===== src/design/tsrc_pkg.sv =====
// Package for the bracketed timestamp scanner.
// Holds the result word type, character codes and the time scale constants.
// No dependencies; imported by timestamp_scan_range_check.
package tsrc_pkg;

	localparam int unsigned RES_DEPTH = 8;
	localparam int unsigned RES_AW    = $clog2(RES_DEPTH);

	localparam logic [15:0] CH_DIGIT0 = 16'h0030;
	localparam logic [15:0] CH_DIGIT9 = 16'h0039;
	localparam logic [15:0] CH_COLON  = 16'h003A;
	localparam logic [15:0] CH_LBRACK = 16'h005B;
	localparam logic [15:0] CH_RBRACK = 16'h005D;

	localparam logic [18:0] SEC_PER_HOUR = 19'd3600;
	localparam logic [18:0] SEC_PER_MIN  = 19'd60;
	localparam logic [28:0] MS_PER_SEC   = 29'd1000;

	localparam logic KIND_STAMP   = 1'b0;
	localparam logic KIND_VERDICT = 1'b1;

	typedef struct packed {
		logic        kind;
		logic [28:0] ms;
		logic        oor;
		logic        err;
		logic        last;
	} result_t;

endpackage


===== src/design/timestamp_scan_range_check.sv =====
// Bracketed timestamp scanner with range check against a video duration.
// Scanner state machine, time arithmetic pipeline and a small result queue.
// Depends on tsrc_pkg.
//
// Usage: text enters one UTF-16 code unit per word on the input channel
// (in_valid/in_ready, char_code, end_of_text). Each completed [m:ss],
// [mm:ss], [h:mm:ss] or [hh:mm:ss] stamp produces one result word with its
// value in milliseconds and an out-of-range flag. The word that carries
// end_of_text also produces a verdict word with the sticky error flag; when
// it closes a stamp too, the stamp word comes first. The duration register is
// written through cfg_valid/cfg_ready/duration_ms, always ready; the user must
// write it only while idle, as the block does not enforce this. Throughput:
// one character per cycle while in_ready is high. A result reaches out_valid
// through the scanner register, the seconds stage, the millisecond multiply
// stage and then the result queue. The queue holds eight words; in_ready
// drops when fewer than two places are free, counting words still in the
// pipeline, so a stalled receiver backs up the input and nothing is lost.
// Reset clears the scanner, the sticky flag, the queue and the duration.
module timestamp_scan_range_check
	import tsrc_pkg::*;
(
	input  logic        clk,
	input  logic        arst_n,
	input  logic        cfg_valid,
	output logic        cfg_ready,
	input  logic [31:0] duration_ms,
	input  logic        in_valid,
	output logic        in_ready,
	input  logic [15:0] char_code,
	input  logic        end_of_text,
	output logic        out_valid,
	input  logic        out_ready,
	output logic        result_kind,
	output logic [28:0] timestamp_ms,
	output logic        out_of_range,
	output logic        error_seen,
	output logic        last
);

	localparam logic [3:0] PH_IDLE = 4'd0;
	localparam logic [3:0] PH_OPEN = 4'd1;
	localparam logic [3:0] PH_A1   = 4'd2;
	localparam logic [3:0] PH_A2   = 4'd3;
	localparam logic [3:0] PH_C1   = 4'd4;
	localparam logic [3:0] PH_B1   = 4'd5;
	localparam logic [3:0] PH_B2   = 4'd6;
	localparam logic [3:0] PH_C2   = 4'd7;
	localparam logic [3:0] PH_D1   = 4'd8;
	localparam logic [3:0] PH_D2   = 4'd9;

	logic [31:0] dur_q;
	logic [3:0]  phase_q, phase_d;
	logic [6:0]  f1_q, f2_q, f3_q, f1_d, f2_d, f3_d;
	logic        viol_q;

	logic        accept;
	logic        is_dig;
	logic [3:0]  dval;
	logic        stamp;
	logic [6:0]  h_sel, m_sel, s_sel;

	logic        stamp_s1, eot_s1;
	logic [6:0]  h_s1, m_s1, s_s1;
	logic        stamp_s2, eot_s2;
	logic [18:0] secs_s2;
	logic        stamp_s3, eot_s3;
	logic [28:0] ms_s3;

	logic        oor;
	logic        viol_new;
	result_t     stamp_word, verdict_word;

	result_t     res_q [RES_DEPTH];
	logic [RES_AW-1:0] wr_ptr_q, rd_ptr_q;
	logic [RES_AW:0]   cnt_q, used_q;
	logic        pop;
	logic [1:0]  n_acc, n_push;
	result_t     head;

	assign cfg_ready = 1'b1;

	always_ff @(posedge clk or negedge arst_n) begin
		if (!arst_n) begin
			dur_q <= '0;
		end else if (cfg_valid) begin
			dur_q <= duration_ms;
		end
	end

	// Scanner: decodes one character against the current match phase.
	assign accept = in_valid && in_ready;
	assign is_dig = (char_code >= CH_DIGIT0) && (char_code <= CH_DIGIT9);
	assign dval   = is_dig ? char_code[3:0] : 4'd0;

	always_comb begin
		phase_d = PH_IDLE;
		f1_d    = f1_q;
		f2_d    = f2_q;
		f3_d    = f3_q;
		stamp   = 1'b0;
		h_sel   = f1_q;
		m_sel   = f2_q;
		s_sel   = f3_q;
		if (char_code == CH_LBRACK) begin
			phase_d = PH_OPEN;
		end else begin
			unique case (phase_q)
				PH_OPEN: begin
					if (is_dig) begin
						f1_d    = {3'd0, dval};
						phase_d = PH_A1;
					end
				end
				PH_A1: begin
					if (is_dig) begin
						f1_d    = 7'(f1_q * 7'd10 + {3'd0, dval});
						phase_d = PH_A2;
					end else if (char_code == CH_COLON) begin
						phase_d = PH_C1;
					end
				end
				PH_A2: begin
					if (char_code == CH_COLON) begin
						phase_d = PH_C1;
					end
				end
				PH_C1: begin
					if (is_dig) begin
						f2_d    = {3'd0, dval};
						phase_d = PH_B1;
					end
				end
				PH_B1: begin
					if (is_dig) begin
						f2_d    = 7'(f2_q * 7'd10 + {3'd0, dval});
						phase_d = PH_B2;
					end else if (char_code == CH_COLON) begin
						phase_d = PH_C2;
					end
				end
				PH_B2: begin
					if (char_code == CH_COLON) begin
						phase_d = PH_C2;
					end else if (char_code == CH_RBRACK) begin
						// Two-field stamp: minutes and seconds.
						stamp = 1'b1;
						h_sel = 7'd0;
						m_sel = f1_q;
						s_sel = f2_q;
					end
				end
				PH_C2: begin
					if (is_dig) begin
						f3_d    = {3'd0, dval};
						phase_d = PH_D1;
					end
				end
				PH_D1: begin
					if (is_dig) begin
						f3_d    = 7'(f3_q * 7'd10 + {3'd0, dval});
						phase_d = PH_D2;
					end
				end
				PH_D2: begin
					if (char_code == CH_RBRACK) begin
						stamp = 1'b1;
					end
				end
				default: begin
				end
			endcase
		end
		if (end_of_text) begin
			phase_d = PH_IDLE;
			f1_d    = 7'd0;
			f2_d    = 7'd0;
			f3_d    = 7'd0;
		end
	end

	always_ff @(posedge clk or negedge arst_n) begin
		if (!arst_n) begin
			phase_q <= PH_IDLE;
			f1_q    <= '0;
			f2_q    <= '0;
			f3_q    <= '0;
		end else if (accept) begin
			phase_q <= phase_d;
			f1_q    <= f1_d;
			f2_q    <= f2_d;
			f3_q    <= f3_d;
		end
	end

	// Arithmetic pipeline; it never stalls because places are reserved ahead.
	always_ff @(posedge clk or negedge arst_n) begin
		if (!arst_n) begin
			stamp_s1 <= 1'b0;
			eot_s1   <= 1'b0;
			stamp_s2 <= 1'b0;
			eot_s2   <= 1'b0;
			stamp_s3 <= 1'b0;
			eot_s3   <= 1'b0;
		end else begin
			stamp_s1 <= accept && stamp;
			eot_s1   <= accept && end_of_text;
			stamp_s2 <= stamp_s1;
			eot_s2   <= eot_s1;
			stamp_s3 <= stamp_s2;
			eot_s3   <= eot_s2;
		end
	end

	always_ff @(posedge clk) begin
		h_s1    <= h_sel;
		m_s1    <= m_sel;
		s_s1    <= s_sel;
		secs_s2 <= {12'd0, h_s1} * SEC_PER_HOUR + {12'd0, m_s1} * SEC_PER_MIN
			+ {12'd0, s_s1};
		ms_s3   <= {10'd0, secs_s2} * MS_PER_SEC;
	end

	// Range check and sticky flag, applied in text order at the queue input.
	assign oor      = (dur_q != 32'd0) && ({3'd0, ms_s3} > dur_q);
	assign viol_new = viol_q || (stamp_s3 && oor);

	always_comb begin
		stamp_word.kind = KIND_STAMP;
		stamp_word.ms   = ms_s3;
		stamp_word.oor  = oor;
		stamp_word.err  = viol_new;
		stamp_word.last = !eot_s3;
		verdict_word.kind = KIND_VERDICT;
		verdict_word.ms   = '0;
		verdict_word.oor  = 1'b0;
		verdict_word.err  = viol_new;
		verdict_word.last = 1'b1;
	end

	always_ff @(posedge clk or negedge arst_n) begin
		if (!arst_n) begin
			viol_q <= 1'b0;
		end else if (eot_s3) begin
			viol_q <= 1'b0;
		end else begin
			viol_q <= viol_new;
		end
	end

	// Result queue.
	assign n_acc  = accept ? ({1'b0, stamp} + {1'b0, end_of_text}) : 2'd0;
	assign n_push = {1'b0, stamp_s3} + {1'b0, eot_s3};
	assign pop    = out_valid && out_ready;
	assign in_ready = used_q <= (RES_AW+1)'(RES_DEPTH - 2);

	always_ff @(posedge clk) begin
		if (stamp_s3) begin
			res_q[wr_ptr_q] <= stamp_word;
			if (eot_s3) begin
				res_q[RES_AW'(wr_ptr_q + 1'b1)] <= verdict_word;
			end
		end else if (eot_s3) begin
			res_q[wr_ptr_q] <= verdict_word;
		end
	end

	always_ff @(posedge clk or negedge arst_n) begin
		if (!arst_n) begin
			wr_ptr_q <= '0;
			rd_ptr_q <= '0;
			cnt_q    <= '0;
			used_q   <= '0;
		end else begin
			wr_ptr_q <= RES_AW'(wr_ptr_q + n_push);
			rd_ptr_q <= RES_AW'(rd_ptr_q + {{(RES_AW-1){1'b0}}, pop});
			cnt_q    <= (RES_AW+1)'(cnt_q + n_push - {{RES_AW{1'b0}}, pop});
			used_q   <= (RES_AW+1)'(used_q + n_acc - {{RES_AW{1'b0}}, pop});
		end
	end

	assign out_valid    = cnt_q != '0;
	assign head         = res_q[rd_ptr_q];
	assign result_kind  = head.kind;
	assign timestamp_ms = head.ms;
	assign out_of_range = head.oor;
	assign error_seen   = head.err;
	assign last         = head.last;

endmodule

===== config.mk =====
export PLATFORM = sky130hd
export DESIGN_NAME = timestamp_scan_range_check
export DESIGN_NICKNAME = d
export VERILOG_FILES = /design/src/design/tsrc_pkg.sv /design/src/design/timestamp_scan_range_check.sv
export SDC_FILE = /design/constraint.sdc
export NUM_CORES = 1
export LEC_CHECK = 0
export CAP_MARGIN = 20
export CORE_ASPECT_RATIO = 1.5
export CORE_MARGIN = 1
export CORE_UTILIZATION = 45
export CTS_BUF_LIST = sky130_fd_sc_hd__clkbuf_4 sky130_fd_sc_hd__clkbuf_8
export DETAILED_ROUTE_END_ITERATION = 8
export DONT_BUFFER_PORTS = 1
export GPL_TIMING_DRIVEN = 1
export SLEW_MARGIN = 15
export SYNTH_ARGS = -nofsm -noshare
export SYNTH_HDL_FRONTEND = slang
export SYNTH_SLANG_ARGS = --single-unit

===== constraint.sdc =====
create_clock -name clk -period 5.95 [get_ports clk]
set_input_delay 0.595 -clock clk [delete_from_list [all_inputs] [get_ports clk]]
set_output_delay 0.595 -clock clk [all_outputs]
set_load 0.03 [all_outputs]

# --- After elaboration in Yosys (flattened, before gate mapping) ---
# Memories as Yosys holds them, arrays and structs flattened.
# Cells that the tools add are included.
totals:
  elab_cells: 134
  mem_count: 1
  mem_bits_rw: 240
  register_bits: 144
memory_table:
  columns: ["memory", "words", "word_bits", "read_ports", "rd_ports_with_merged_regs", "write_ports", "line", "rtl"]
  rows:
  - ["res_q", 8, 30, 1, 0, 2, "timestamp_scan_range_check.sv:73", "result_t res_q [RES_DEPTH];"]
op_classes:
  n_eq_ne: 19
  n_addsub: 14
  n_mul: 6
  reduce_logical: 17
  n_bitwise: 1
  mux: 51
  n_lt_le_gt_ge: 4
ops:
  columns: ["operator", "count"]
  rows:
  - ["two-way mux 7 bit", 22]
  - ["one-hot mux 7 bit (2 select lines)", 3]
  - ["== test 16 x 7 -> 1 bit, second input constant", 2]
  - ["greater-than comparator 29 x 32 -> 1 bit", 1]
  - ["one-hot mux 4 bit (8 select lines)", 1]
  - ["nonzero test 32 bit", 1]
  - ["two-way mux 30 bit", 1]
  - ["multiplier 19 x 7 -> 26 bit, second input constant", 1]
  - ["adder 7 x 4 -> 7 bit", 3]
  - ["multiplier 7 x 3 -> 6 bit, second input constant", 3]
  - ["two-way mux 4 bit", 5]
  - ["adder 19 x 13 -> 19 bit", 1]
  - ["adder 19 x 7 -> 19 bit", 1]
  - ["inequality test 3 bit, second input constant", 6]
  - ["== test 16 x 6 -> 1 bit, second input constant", 1]
  - ["== test 4 x 3 -> 1 bit, second input constant", 4]
  - ["greater-or-equal comparator 16 x 6 -> 1 bit, second input constant", 1]
  - ["<= comparator 16 x 6 -> 1 bit, second input constant", 1]
  - ["multiplier 7 x 8 -> 15 bit, second input constant", 1]
  - ["two-way mux 3 bit", 5]
  - ["AND reduction 5 bit", 3]
  - ["multiplier 7 x 4 -> 11 bit, second input constant", 1]
  - ["two-way mux 1 bit", 11]
  - ["nonzero test 3 bit", 3]
  - ["other kinds (18)", 30]

# --- Depth between registers and ports, before layout ---
# Gate-level depths: netlist of the first run.
logic_depth:
  depth_word: 9
  depth_mapped: 18

# --- Worst setup path after synthesis of the first run ---
# Ideal clock, no wire load.
synth_path:
  kind: "reg-to-reg"
  from: "register secs_s2[2]"
  to: "register ms_s3[26]"
  setup_slack_ns: 1.509
  path_stages_with_launch: 15
  t_arrival_ns: 4.307
  n_path_buf: 0
  setup_time_ns: 0.134
  synth_period_minus_slack_ns: 4.441
  cell_sequence: "dfxtp_1 inv_1 fa_1 fa_1 fa_1 fa_1 inv_1 ha_1 and3_1 a221o_1 o211ai_2 o21ai_2 a221oi_4 mux2i_1 o2111ai_1"
synth_via:
  elab_chain_len: 1
synth_rtl:
  columns: ["item", "line", "rtl"]
  rows:
  - ["start: declaration", "timestamp_scan_range_check.sv:65", "logic [18:0] secs_s2;"]
  - ["start signal: assignment", "timestamp_scan_range_check.sv:218", "secs_s2 <= {12'd0, h_s1} * SEC_PER_HOUR + {12'd0, m_s1} * SEC_PER_MIN"]
  - ["multiplier 19 x 7 -> 26 bit", "timestamp_scan_range_check.sv:220", "ms_s3 <= {10'd0, secs_s2} * MS_PER_SEC;"]
  - ["end signal: assignment", "timestamp_scan_range_check.sv:220", null]
  - ["end: declaration", "timestamp_scan_range_check.sv:67", "logic [28:0] ms_s3;"]
# Every way passes these cells.
# A chain may end at the register's enable or synchronous reset.

# --- Final worst setup path of the first run ---
layout_path:
  from: "register secs_s2[1]"
  to: "register ms_s3[26]"
# Same word-level chain as after synthesis.

==> results of run 1 <==
[kinds of logic (layout without fill, tap and decap cells)]
kind of cell    after synthesis  after routing  share of synthesized area (%)
fa+ha+maj                   288            288                           20.1
other cells                   2              6                         0.0350
mux                         123            123                           9.56
xor+xnor                     71             71                           2.90
compound gates              447            447                           16.1
buf+inv                     328            340                           5.97
simple gates                315            315                           7.35
flops                       384            384                           38.0
[flip-flops by register name, summed over array words and instances (netlist names), 7 cells and up]
name,count
res_q,240
f3_q,7
h_s1,7
dur_q,32
f1_q,7
ms_s3,26
secs_s2,19
m_s1,7
f2_q,7
s_s1,7
[critical path: cells and delay by family, from the launching register on]
family | cells | cell delay (ns)
buf+inv | 2 | 0.14
simple gates | 1 | 0.17
fa+ha+maj | 5 | 2.38
flops | 1 | 0.44
compound gates | 5 | 1.29
mux | 1 | 0.22
[layer usage]
| layer | GRT usage, % | share of wire, % |
|---|---|---|
| met3 | 2.92 | 4.2 |
| met5 | 0 | 0.021 |
| met4 | 7.51 | 3.1 |
| met2 | 40.6 | 53 |
| met1 | 24.7 | 39 |
[power breakdown]
group / switching [W] / internal (W)
clock: 0.00106 / 0.00137
combinational: 0.000977 / 0.000854
sequential: 0.000395 / 0.00297
total: 0.00243 / 0.00519
[layout by cell type (no fill, tap or decap), types with 8 or more instances in the layout]
master / n
sky130_fd_sc_hd__dfxtp_1: 298
sky130_fd_sc_hd__edfxtp_1: 8
sky130_fd_sc_hd__o31ai_1: 10
sky130_fd_sc_hd__nor2_1: 65
sky130_fd_sc_hd__a22o_1: 208
sky130_fd_sc_hd__ha_1: 192
sky130_fd_sc_hd__fa_1: 95
sky130_fd_sc_hd__a21oi_1: 50
sky130_fd_sc_hd__clkbuf_4: 17
sky130_fd_sc_hd__nand2b_1: 11
sky130_fd_sc_hd__nor2b_1: 32
sky130_fd_sc_hd__and2_1: 11
sky130_fd_sc_hd__nor3_1: 18
sky130_fd_sc_hd__xor2_1: 18
sky130_fd_sc_hd__o22a_1: 9
sky130_fd_sc_hd__buf_4: 15
sky130_fd_sc_hd__a21o_1: 30
sky130_fd_sc_hd__mux2_2: 57
sky130_fd_sc_hd__o21ai_0: 61
sky130_fd_sc_hd__o21a_1: 12
sky130_fd_sc_hd__a2bb2oi_1: 8
sky130_fd_sc_hd__mux4_2: 60
sky130_fd_sc_hd__inv_1: 212
sky130_fd_sc_hd__nand3_1: 10
sky130_fd_sc_hd__and3_1: 8
sky130_fd_sc_hd__nand4_1: 10
sky130_fd_sc_hd__nand2_1: 105
sky130_fd_sc_hd__xnor2_1: 53
sky130_fd_sc_hd__clkinv_2: 8
sky130_fd_sc_hd__clkbuf_8: 78
sky130_fd_sc_hd__dfrtp_1: 76
[synth_stat cells, types with 4 or more instances]
cell type / number / share of area [%]
sky130_fd_sc_hd__a211o_1: 4 / 0.16
sky130_fd_sc_hd__a211oi_1: 5 / 0.17
sky130_fd_sc_hd__a21o_1: 30 / 1.0
sky130_fd_sc_hd__a21oi_1: 52 / 1.2
sky130_fd_sc_hd__a22o_1: 208 / 8.5
sky130_fd_sc_hd__a2bb2oi_1: 8 / 0.33
sky130_fd_sc_hd__a31oi_1: 7 / 0.20
sky130_fd_sc_hd__and2_1: 11 / 0.32
sky130_fd_sc_hd__and3_1: 8 / 0.23
sky130_fd_sc_hd__buf_1: 37 / 0.65
sky130_fd_sc_hd__buf_2: 23 / 0.54
sky130_fd_sc_hd__buf_4: 4 / 0.14
sky130_fd_sc_hd__clkbuf_1: 51 / 0.89
sky130_fd_sc_hd__dfrtp_1: 78 / 9.1
sky130_fd_sc_hd__dfxtp_1: 298 / 28
sky130_fd_sc_hd__edfxtp_1: 8 / 1.1
sky130_fd_sc_hd__fa_1: 95 / 8.9
sky130_fd_sc_hd__ha_1: 193 / 11
sky130_fd_sc_hd__inv_1: 212 / 3.7
sky130_fd_sc_hd__mux2_2: 57 / 3.0
sky130_fd_sc_hd__mux2i_1: 6 / 0.28
sky130_fd_sc_hd__mux4_2: 60 / 6.3
sky130_fd_sc_hd__nand2_1: 105 / 1.8
sky130_fd_sc_hd__nand2b_1: 11 / 0.32
sky130_fd_sc_hd__nand3_1: 10 / 0.23
sky130_fd_sc_hd__nand4_1: 10 / 0.29
sky130_fd_sc_hd__nor2_1: 70 / 1.2
sky130_fd_sc_hd__nor2b_1: 32 / 0.93
sky130_fd_sc_hd__nor3_1: 18 / 0.42
sky130_fd_sc_hd__nor3_2: 4 / 0.19
sky130_fd_sc_hd__nor3b_1: 5 / 0.17
sky130_fd_sc_hd__nor4_1: 6 / 0.17
sky130_fd_sc_hd__o21a_1: 12 / 0.42
sky130_fd_sc_hd__o21ai_0: 61 / 1.4
sky130_fd_sc_hd__o21bai_1: 5 / 0.17
sky130_fd_sc_hd__o22a_1: 9 / 0.37
sky130_fd_sc_hd__o31ai_1: 10 / 0.35
sky130_fd_sc_hd__o41ai_1: 6 / 0.24
sky130_fd_sc_hd__xnor2_1: 53 / 2.2
sky130_fd_sc_hd__xor2_1: 18 / 0.73
[worst max-delay path by stage]
stage	from	end	slack, ns	cells after the start
3_3_place_gp	secs_s2[2]$_DFF_P_	ms_s3[26]$_DFF_P_	1.26	14
5_1_grt	m_s1[2]$_DFF_P_	secs_s2[18]$_DFF_P_	0.92	17
3_5_place_dp	secs_s2[1]$_DFF_P_	ms_s3[26]$_DFF_P_	1.15	14
4_1_cts	secs_s2[1]$_DFF_P_	ms_s3[26]$_DFF_P_	1.14	14
6_report	secs_s2[1]$_DFF_P_	ms_s3[26]$_DFF_P_	1.16	14
2_1_floorplan	secs_s2[2]$_DFF_P_	ms_s3[26]$_DFF_P_	1.51	14
[area by class of cell]
class	instances	area, um^2	share of cell area (%)
clock inverter	15	143	0.611
clock buffer	95	1200	5.14
tap	594	743	3.18
antenna	2	5.00	0.0214
sequential	384	8160	34.9
timing repair buffer	18	161	0.691
multi-input combinational	1248	12200	52.0
inverter	212	796	3.41
[metrics by stage]
stage                     instance area (um^2)  std cells  util (%)  setup WS [ns]
after floorplan                          21500       1960         -           1.51
after global placement                   22000       2453      46.9           1.26
after detailed placement                 22000       2453      46.9           1.15
after CTS                                23300       2565      49.8           1.14
after global routing                     23400       2567      49.9          0.915
final                                    23400       2568      49.9           1.16
[what timing repair did]
item                      CTS  global route
resized for setup           0             0
hold endpoints to repair   78             0
hold buffers                2             0
==> metrics.json, run 1 <==
{
  "hold_path": {
    "min_path_cells": 1,
    "hold_end": "phase_q[0]$_DFFE_PN0P_",
    "holdCritPathClass": "in -> reg",
    "hold_crit_start": "end_of_text"
  },
  "setup_path": {
    "r2r_start": "secs_s2[1]$_DFF_P_",
    "crit_chain": "inv_1 > fa_1 > fa_1 > fa_1 > fa_1 > inv_1 > ha_1 > and3_1 > a221o_1 > o211ai_2 > o21ai_2 > a221oi_4 > mux2i_1 > o2111ai_1",
    "worst-setup-path-type": "reg -> reg",
    "critPathLaunchType": "flip-flop",
    "required_ns": 6.44,
    "critical_path_arrival_ns": 5.28,
    "ff2ff_setup_slack_ns": 1.16,
    "worstSetupEndpointType": "flip-flop",
    "cp_slowest_stage_delay_ns": 0.57,
    "worstPathMaxFanout": 5,
    "timing.reg2reg.worst_path_depth": 14,
    "cpMaxStageDelayCell": "sky130_fd_sc_hd__fa_1",
    "worst_r2r_endpoint": "ms_s3[26]$_DFF_P_",
    "critPathMostFrequentCell": "sky130_fd_sc_hd__fa_1"
  },
  "layout": {
    "n_fill_cell": 4257,
    "num-nets-final": 2265,
    "areaGrowthSynthToFinish_pct": 8.78,
    "drive_gt1_share_pct": 14.6
  },
  "cts": {
    "post-cts-setup-buffer-count": 0,
    "cts_tree": "yes",
    "clk_latency_ns": 0.63,
    "clock_tree.htree_level_count": 2,
    "cts_num_sinks": 384,
    "cts_root_buffer": "sky130_fd_sc_hd__clkbuf_8",
    "cts_max_path_buffers": 3,
    "cts-buffers-inserted": 59,
    "worst_setup_hold_path_clk_slew_ns": 0.07
  },
  "drt": {
    "ratio_of_routed_vias_to_standard_cells": 5.69,
    "remaining_drc_errors": 0,
    "drt_wl_cell_um": 20.2,
    "ant_nets": 0,
    "firstDrtPassIters": 5,
    "detailedRoute.firstIterationViolations": 757,
    "route.final.wire_length_um": 51800,
    "vias": 14600
  },
  "power_and_ir_drop": {
    "max-vdd-ir-drop_mv": 0.220,
    "power.total_w": 0.00763,
    "leakage_nw": 10.7,
    "p_per_area_nw_per_um2": 326
  },
  "sta": {
    "unrepaired_setup_endpoints_after_global_routing": "false",
    "final.period_utilization_pct": 80.4,
    "tightestPinTransition_ns": 1.09,
    "post-route-min-period_ns": 4.79,
    "clock.fmax_mhz": 209,
    "finalSetupTns_ns": 0,
    "hold_viol_final": 0,
    "setup_viol": 0,
    "clock_skew_ns": 0.0238,
    "maxSlewViolCount": 0,
    "worst_slew_margin_relative_to_its_limit_pct": 27.0,
    "hold-worst-slack_ns": 0.0755
  },
  "place": {
    "globalplace.congestion": 0.820,
    "dp_hpwl_um": 36200,
    "io_buffers": 0
  },
  "synth": {
    "synthDistinctLibCells": 77,
    "async_flop_share_pct": 20.3,
    "synth-edff-count": 8,
    "fraction_of_the_yosys_area_taken_by_sequential_cells_pct": 38.0,
    "synth_ff_type": "sky130_fd_sc_hd__dfxtp_1",
    "postSynthAreaPerCell_um2": 11.0,
    "yosysWarningCount": 0,
    "yosys_register_bits": 384,
    "synth.cell_area_um2": 21500,
    "synthCells": 1958
  },
  "floorplan": {
    "initial_utilization_pct": 45.8,
    "die_width_um": 180,
    "die_area_um2": 48600,
    "io-pin-count": 90,
    "die_h_um": 270,
    "fp.coreArea_um2": 46800,
    "placement_rows": 97
  },
  "grt": {
    "grt_usage_pct": 21.6,
    "number_of_global_route_vias_before_repair": 15200,
    "antenna_found_initial": 2,
    "largest_net_degree_at_the_start_of_global_routing": 79,
    "grt-ovfl-total": 0,
    "grt_pass1_wl_um": 82800
  },
  "run_status": {
    "outcome": "completed"
  },
  "flow_run": {
    "drv_cap": 0
  }
}
(Power assumes the default switching activity.)
==> run 2: changes to the inputs <==
--- a/config.mk
+++ b/config.mk
@@ -5,6 +5,7 @@
 export SDC_FILE = /design/constraint.sdc
 export NUM_CORES = 1
 export LEC_CHECK = 0
+export ABC_AREA = 1
 export CAP_MARGIN = 20
 export CORE_ASPECT_RATIO = 1.5
 export CORE_MARGIN = 1
==> constraint.sdc (replaced) <==
create_clock -name clk -period 4.4 [get_ports clk]
set_input_delay 0.44 -clock clk [delete_from_list [all_inputs] [get_ports clk]]
set_output_delay 0.44 -clock clk [all_outputs]
set_load 0.03 [all_outputs]
==> run 2 against run 1 <==
Against the previous run: global-route usage rose by 2.9 points; final cell count rose by 45%; register-to-register slack got worse by 0.97 ns; largest power group unchanged; die area rose by 6.8%.
==> metrics.json, run 2 <==
{
  "power_and_ir_drop": {
    "max-vdd-ir-drop_mv": 0.323,
    "switching_power_w": 0.00479,
    "power.combinational.fraction_pct": 36.0,
    "leakage_nw": 13.2,
    "power.internal_w": 0.00725,
    "p_clk_share_pct": 26.2,
    "netSwitchingFraction_pct": 39.8,
    "power_frac_seq_pct": 37.9,
    "p_per_area_nw_per_um2": 474
  },
  "layout": {
    "drive_gt1_share_pct": 8.92,
    "areaGrowthSynthToFinish_pct": 10.6,
    "reg.largest.list": "res_q (240), dur_q (32), ms_s3 (26)",
    "registers.top_by_ff_count": "res_q",
    "final_util_pct": 50.2,
    "num-nets-final": 3346,
    "largest_register_ffs": 240,
    "layout_common_cells": "sky130_fd_sc_hd__nor2_1, sky130_fd_sc_hd__inv_1, sky130_fd_sc_hd__nand2_1",
    "layout_commonest_cell": "sky130_fd_sc_hd__nor2_1",
    "stdcell_area_um2": 25400,
    "n_fill_cell": 4896
  },
  "setup_path": {
    "worstSetupEndpointType": "flip-flop",
    "critPathLaunchType": "flip-flop",
    "worstPathMaxFanout": 5,
    "crit_start": "secs_s2[9]$_DFF_P_",
    "top_family_by_delay_on_critical_path": "adder cells",
    "r2r_start": "secs_s2[9]$_DFF_P_",
    "cp-endpoint": "ms_s3[23]$_DFF_P_",
    "timing.reg2reg.worst_path_depth": 14,
    "ff2ff_setup_slack_ns": 0.19,
    "required_ns": 4.92,
    "worst-setup-path-type": "reg -> reg",
    "critical_path_buf_inv_count": 4,
    "cp_slowest_stage_delay_ns": 0.54,
    "cpMaxStageDelayCell": "sky130_fd_sc_hd__fa_1",
    "wp_depth": 14,
    "crit_chain": "inv_1 > fa_1 > fa_1 > inv_1 > fa_1 > inv_1 > fa_1 > inv_1 > ha_1 > a21oi_1 > o21ai_0 > a21oi_1 > nand3_1 > xor2_1",
    "critical_path_arrival_ns": 4.74,
    "worst_r2r_endpoint": "ms_s3[23]$_DFF_P_"
  },
  "cts": {
    "cts_tree": "yes",
    "cts-buffers-inserted": 60,
    "cts_root_buffer": "sky130_fd_sc_hd__clkbuf_8",
    "cts_max_path_buffers": 3,
    "cts_num_sinks": 384,
    "clock_tree.htree_level_count": 2,
    "worst_setup_hold_path_clk_slew_ns": 0.07,
    "clk_latency_ns": 0.67
  },
  "synth": {
    "async_flop_share_pct": 20.3,
    "synth.cell_area_um2": 23000,
    "fraction_of_the_yosys_area_taken_by_sequential_cells_pct": 35.5,
    "yosysWarningCount": 0,
    "synth_ff_type": "sky130_fd_sc_hd__dfxtp_1",
    "synthCells": 2961,
    "synth-edff-count": 8,
    "yosys_register_bits": 384,
    "most_repeated_cell_in_the_gate_level_netlist_after_synthesis": "sky130_fd_sc_hd__inv_1",
    "synth_top_area_share_pct": 26.0,
    "synthDistinctLibCells": 55,
    "postSynthAreaPerCell_um2": 7.75,
    "post_synth_main_area_contributors": "sky130_fd_sc_hd__dfxtp_1, sky130_fd_sc_hd__ha_1, sky130_fd_sc_hd__dfrtp_1",
    "yosysTopAreaCell": "sky130_fd_sc_hd__dfxtp_1",
    "synth_common_cells": "sky130_fd_sc_hd__inv_1, sky130_fd_sc_hd__nor2_1, sky130_fd_sc_hd__nand2_1"
  },
  "place": {
    "placement.cell_area_um2": 23600,
    "dp_hpwl_um": 42900,
    "io_buffers": 0,
    "globalplace.congestion": 0.901
  },
  "grt": {
    "number_of_global_route_vias_before_repair": 19900,
    "grt_pass1_wl_um": 101000,
    "grt-ovfl-total": 0,
    "grt_usage_pct": 24.5,
    "antenna_found_initial": 6,
    "largest_net_degree_at_the_start_of_global_routing": 80
  },
  "drt": {
    "ant_nets": 0,
    "firstDrtPassIters": 5,
    "drt_wl_cell_um": 16.8,
    "detailedRoute.firstIterationViolations": 953,
    "vias": 19200,
    "remaining_drc_errors": 0,
    "route.final.wire_length_um": 62500,
    "ratio_of_routed_vias_to_standard_cells": 5.15
  },
  "floorplan": {
    "die_h_um": 279,
    "die_area_um2": 52000,
    "placement_rows": 101,
    "io-pin-count": 90,
    "fp.coreArea_um2": 50500,
    "die_width_um": 186,
    "initial_utilization_pct": 45.4
  },
  "sta": {
    "tightestPinTransition_ns": 1.04,
    "maxSlewViolCount": 0,
    "hold_viol_final": 0,
    "unrepaired_setup_endpoints_after_global_routing": "true",
    "clock_skew_ns": 0.0318,
    "setup_viol": 0,
    "finalSetupTns_ns": 0,
    "final.period_utilization_pct": 95.7,
    "post-route-min-period_ns": 4.21,
    "clock.fmax_mhz": 237,
    "worst_slew_margin_relative_to_its_limit_pct": 30.9
  },
  "hold_path": {
    "holdCritPathClass": "in -> reg"
  },
  "flow_run": {
    "drv_cap": 0
  },
  "run_status": {
    "outcome": "completed"
  }
}
run 2: cell types whose count changed in the layout (fill, tap and decap cells not counted), sizes merged, moves of 32 or more:
cell | previous run | this run
mux2 | 57 | 3
mux4 | 60 | 0
nand3 | 11 | 58
nor2b | 32 | 0
nand2 | 107 | 347
inv | 213 | 534
o21ai | 62 | 211
nor2 | 71 | 516
a22o | 208 | 0
dlygate4sd3 | 1 | 38
a21oi | 54 | 298
run 2: final cells by class:
type / instances / area [um^2] / share of cell area (%)
diodes: 5 / 12.5 / 0.0493
clock buffers: 96 / 1160 / 4.59
clock inverters: 12 / 83.8 / 0.330
inverters: 537 / 2020 / 7.96
multi-input cells: 1937 / 12300 / 48.6
flip-flops and latches: 384 / 8170 / 32.2
well taps: 669 / 837 / 3.30
repair buffers: 84 / 766 / 3.02
run 2: what timing repair did:
item                                    in CTS  in global routing
endpoints found under the setup margin       0                 11
endpoints found under the hold margin      121                  0
setup buffers                                0                  1
resized for setup                            0                 23
hold buffers                                40                  0
run 2: how the worst min path moves through the flow:
stage	cells past startpoint	startpoint	endpoint
5_1_grt	3	end_of_text	f2_q[4]$_DFFE_PN0P_
4_1_cts	3	end_of_text	f2_q[4]$_DFFE_PN0P_
2_1_floorplan	0	arst_n	cnt_q[0]$_DFF_PN0_
3_3_place_gp	0	arst_n	dur_q[20]$_DFFE_PN0P_
6_report	3	end_of_text	f2_q[4]$_DFFE_PN0P_
3_5_place_dp	0	arst_n	dur_q[27]$_DFFE_PN0P_
run 2: worst register-to-register path, cell delays in order, from the launching register on:
cell,delay (ns)
sky130_fd_sc_hd__dfxtp_1,0.36
sky130_fd_sc_hd__inv_1,0.15
sky130_fd_sc_hd__fa_1,0.54
sky130_fd_sc_hd__fa_1,0.51
sky130_fd_sc_hd__inv_1,0.05
sky130_fd_sc_hd__fa_1,0.50
sky130_fd_sc_hd__inv_1,0.05
sky130_fd_sc_hd__fa_1,0.49
sky130_fd_sc_hd__inv_1,0.04
sky130_fd_sc_hd__ha_1,0.37
sky130_fd_sc_hd__a21oi_1,0.24
sky130_fd_sc_hd__o21ai_0,0.19
sky130_fd_sc_hd__a21oi_1,0.22
sky130_fd_sc_hd__nand3_1,0.18
sky130_fd_sc_hd__xor2_1,0.18
run 2: cell families after synthesis:
family	synth area share, %
xor+xnor	2.59
simple gates	17.3
compound gates	14.4
other cells	0.0327
fa+ha+maj	18.8
buf+inv	11.2
flops	35.5
mux	0.147
run 2: power by group through the flow:
stage               registers [W]  logic [W]  clock network, W
global placement          0.00460    0.00419                 0
CTS                       0.00455    0.00435           0.00323
floorplan                 0.00446    0.00318                 0
finish                    0.00456    0.00433           0.00315
global route              0.00464    0.00480           0.00338
detailed placement        0.00463    0.00427                 0
run 2: metal layers:
layer	vias to the layer above	global-route usage [%]	routed length, um	part of all wire [%]
li1	9446	-	-	-
met1	9126	25.8	23800	38
met2	471	47.8	33400	53
met3	135	3.52	2970	4.8
met4	2	10.3	2310	3.7
met5	-	0	8	0.013
run 2: per-stage QoR:
stage / std cells / hold slack, ns / total power [W] / setup slack, ns
finish: 3724 / 0.0596 / 0.0120 / 0.189
global route: 3724 / 0.0707 / 0.0128 / -0.0681
floorplan: 2963 / 0.144 / 0.00764 / 0.402
detailed placement: 3570 / 0.150 / 0.00889 / 0.0529
global placement: 3570 / 0.150 / 0.00879 / 0.0984
CTS: 3718 / 0.00763 / 0.0121 / 0.00958
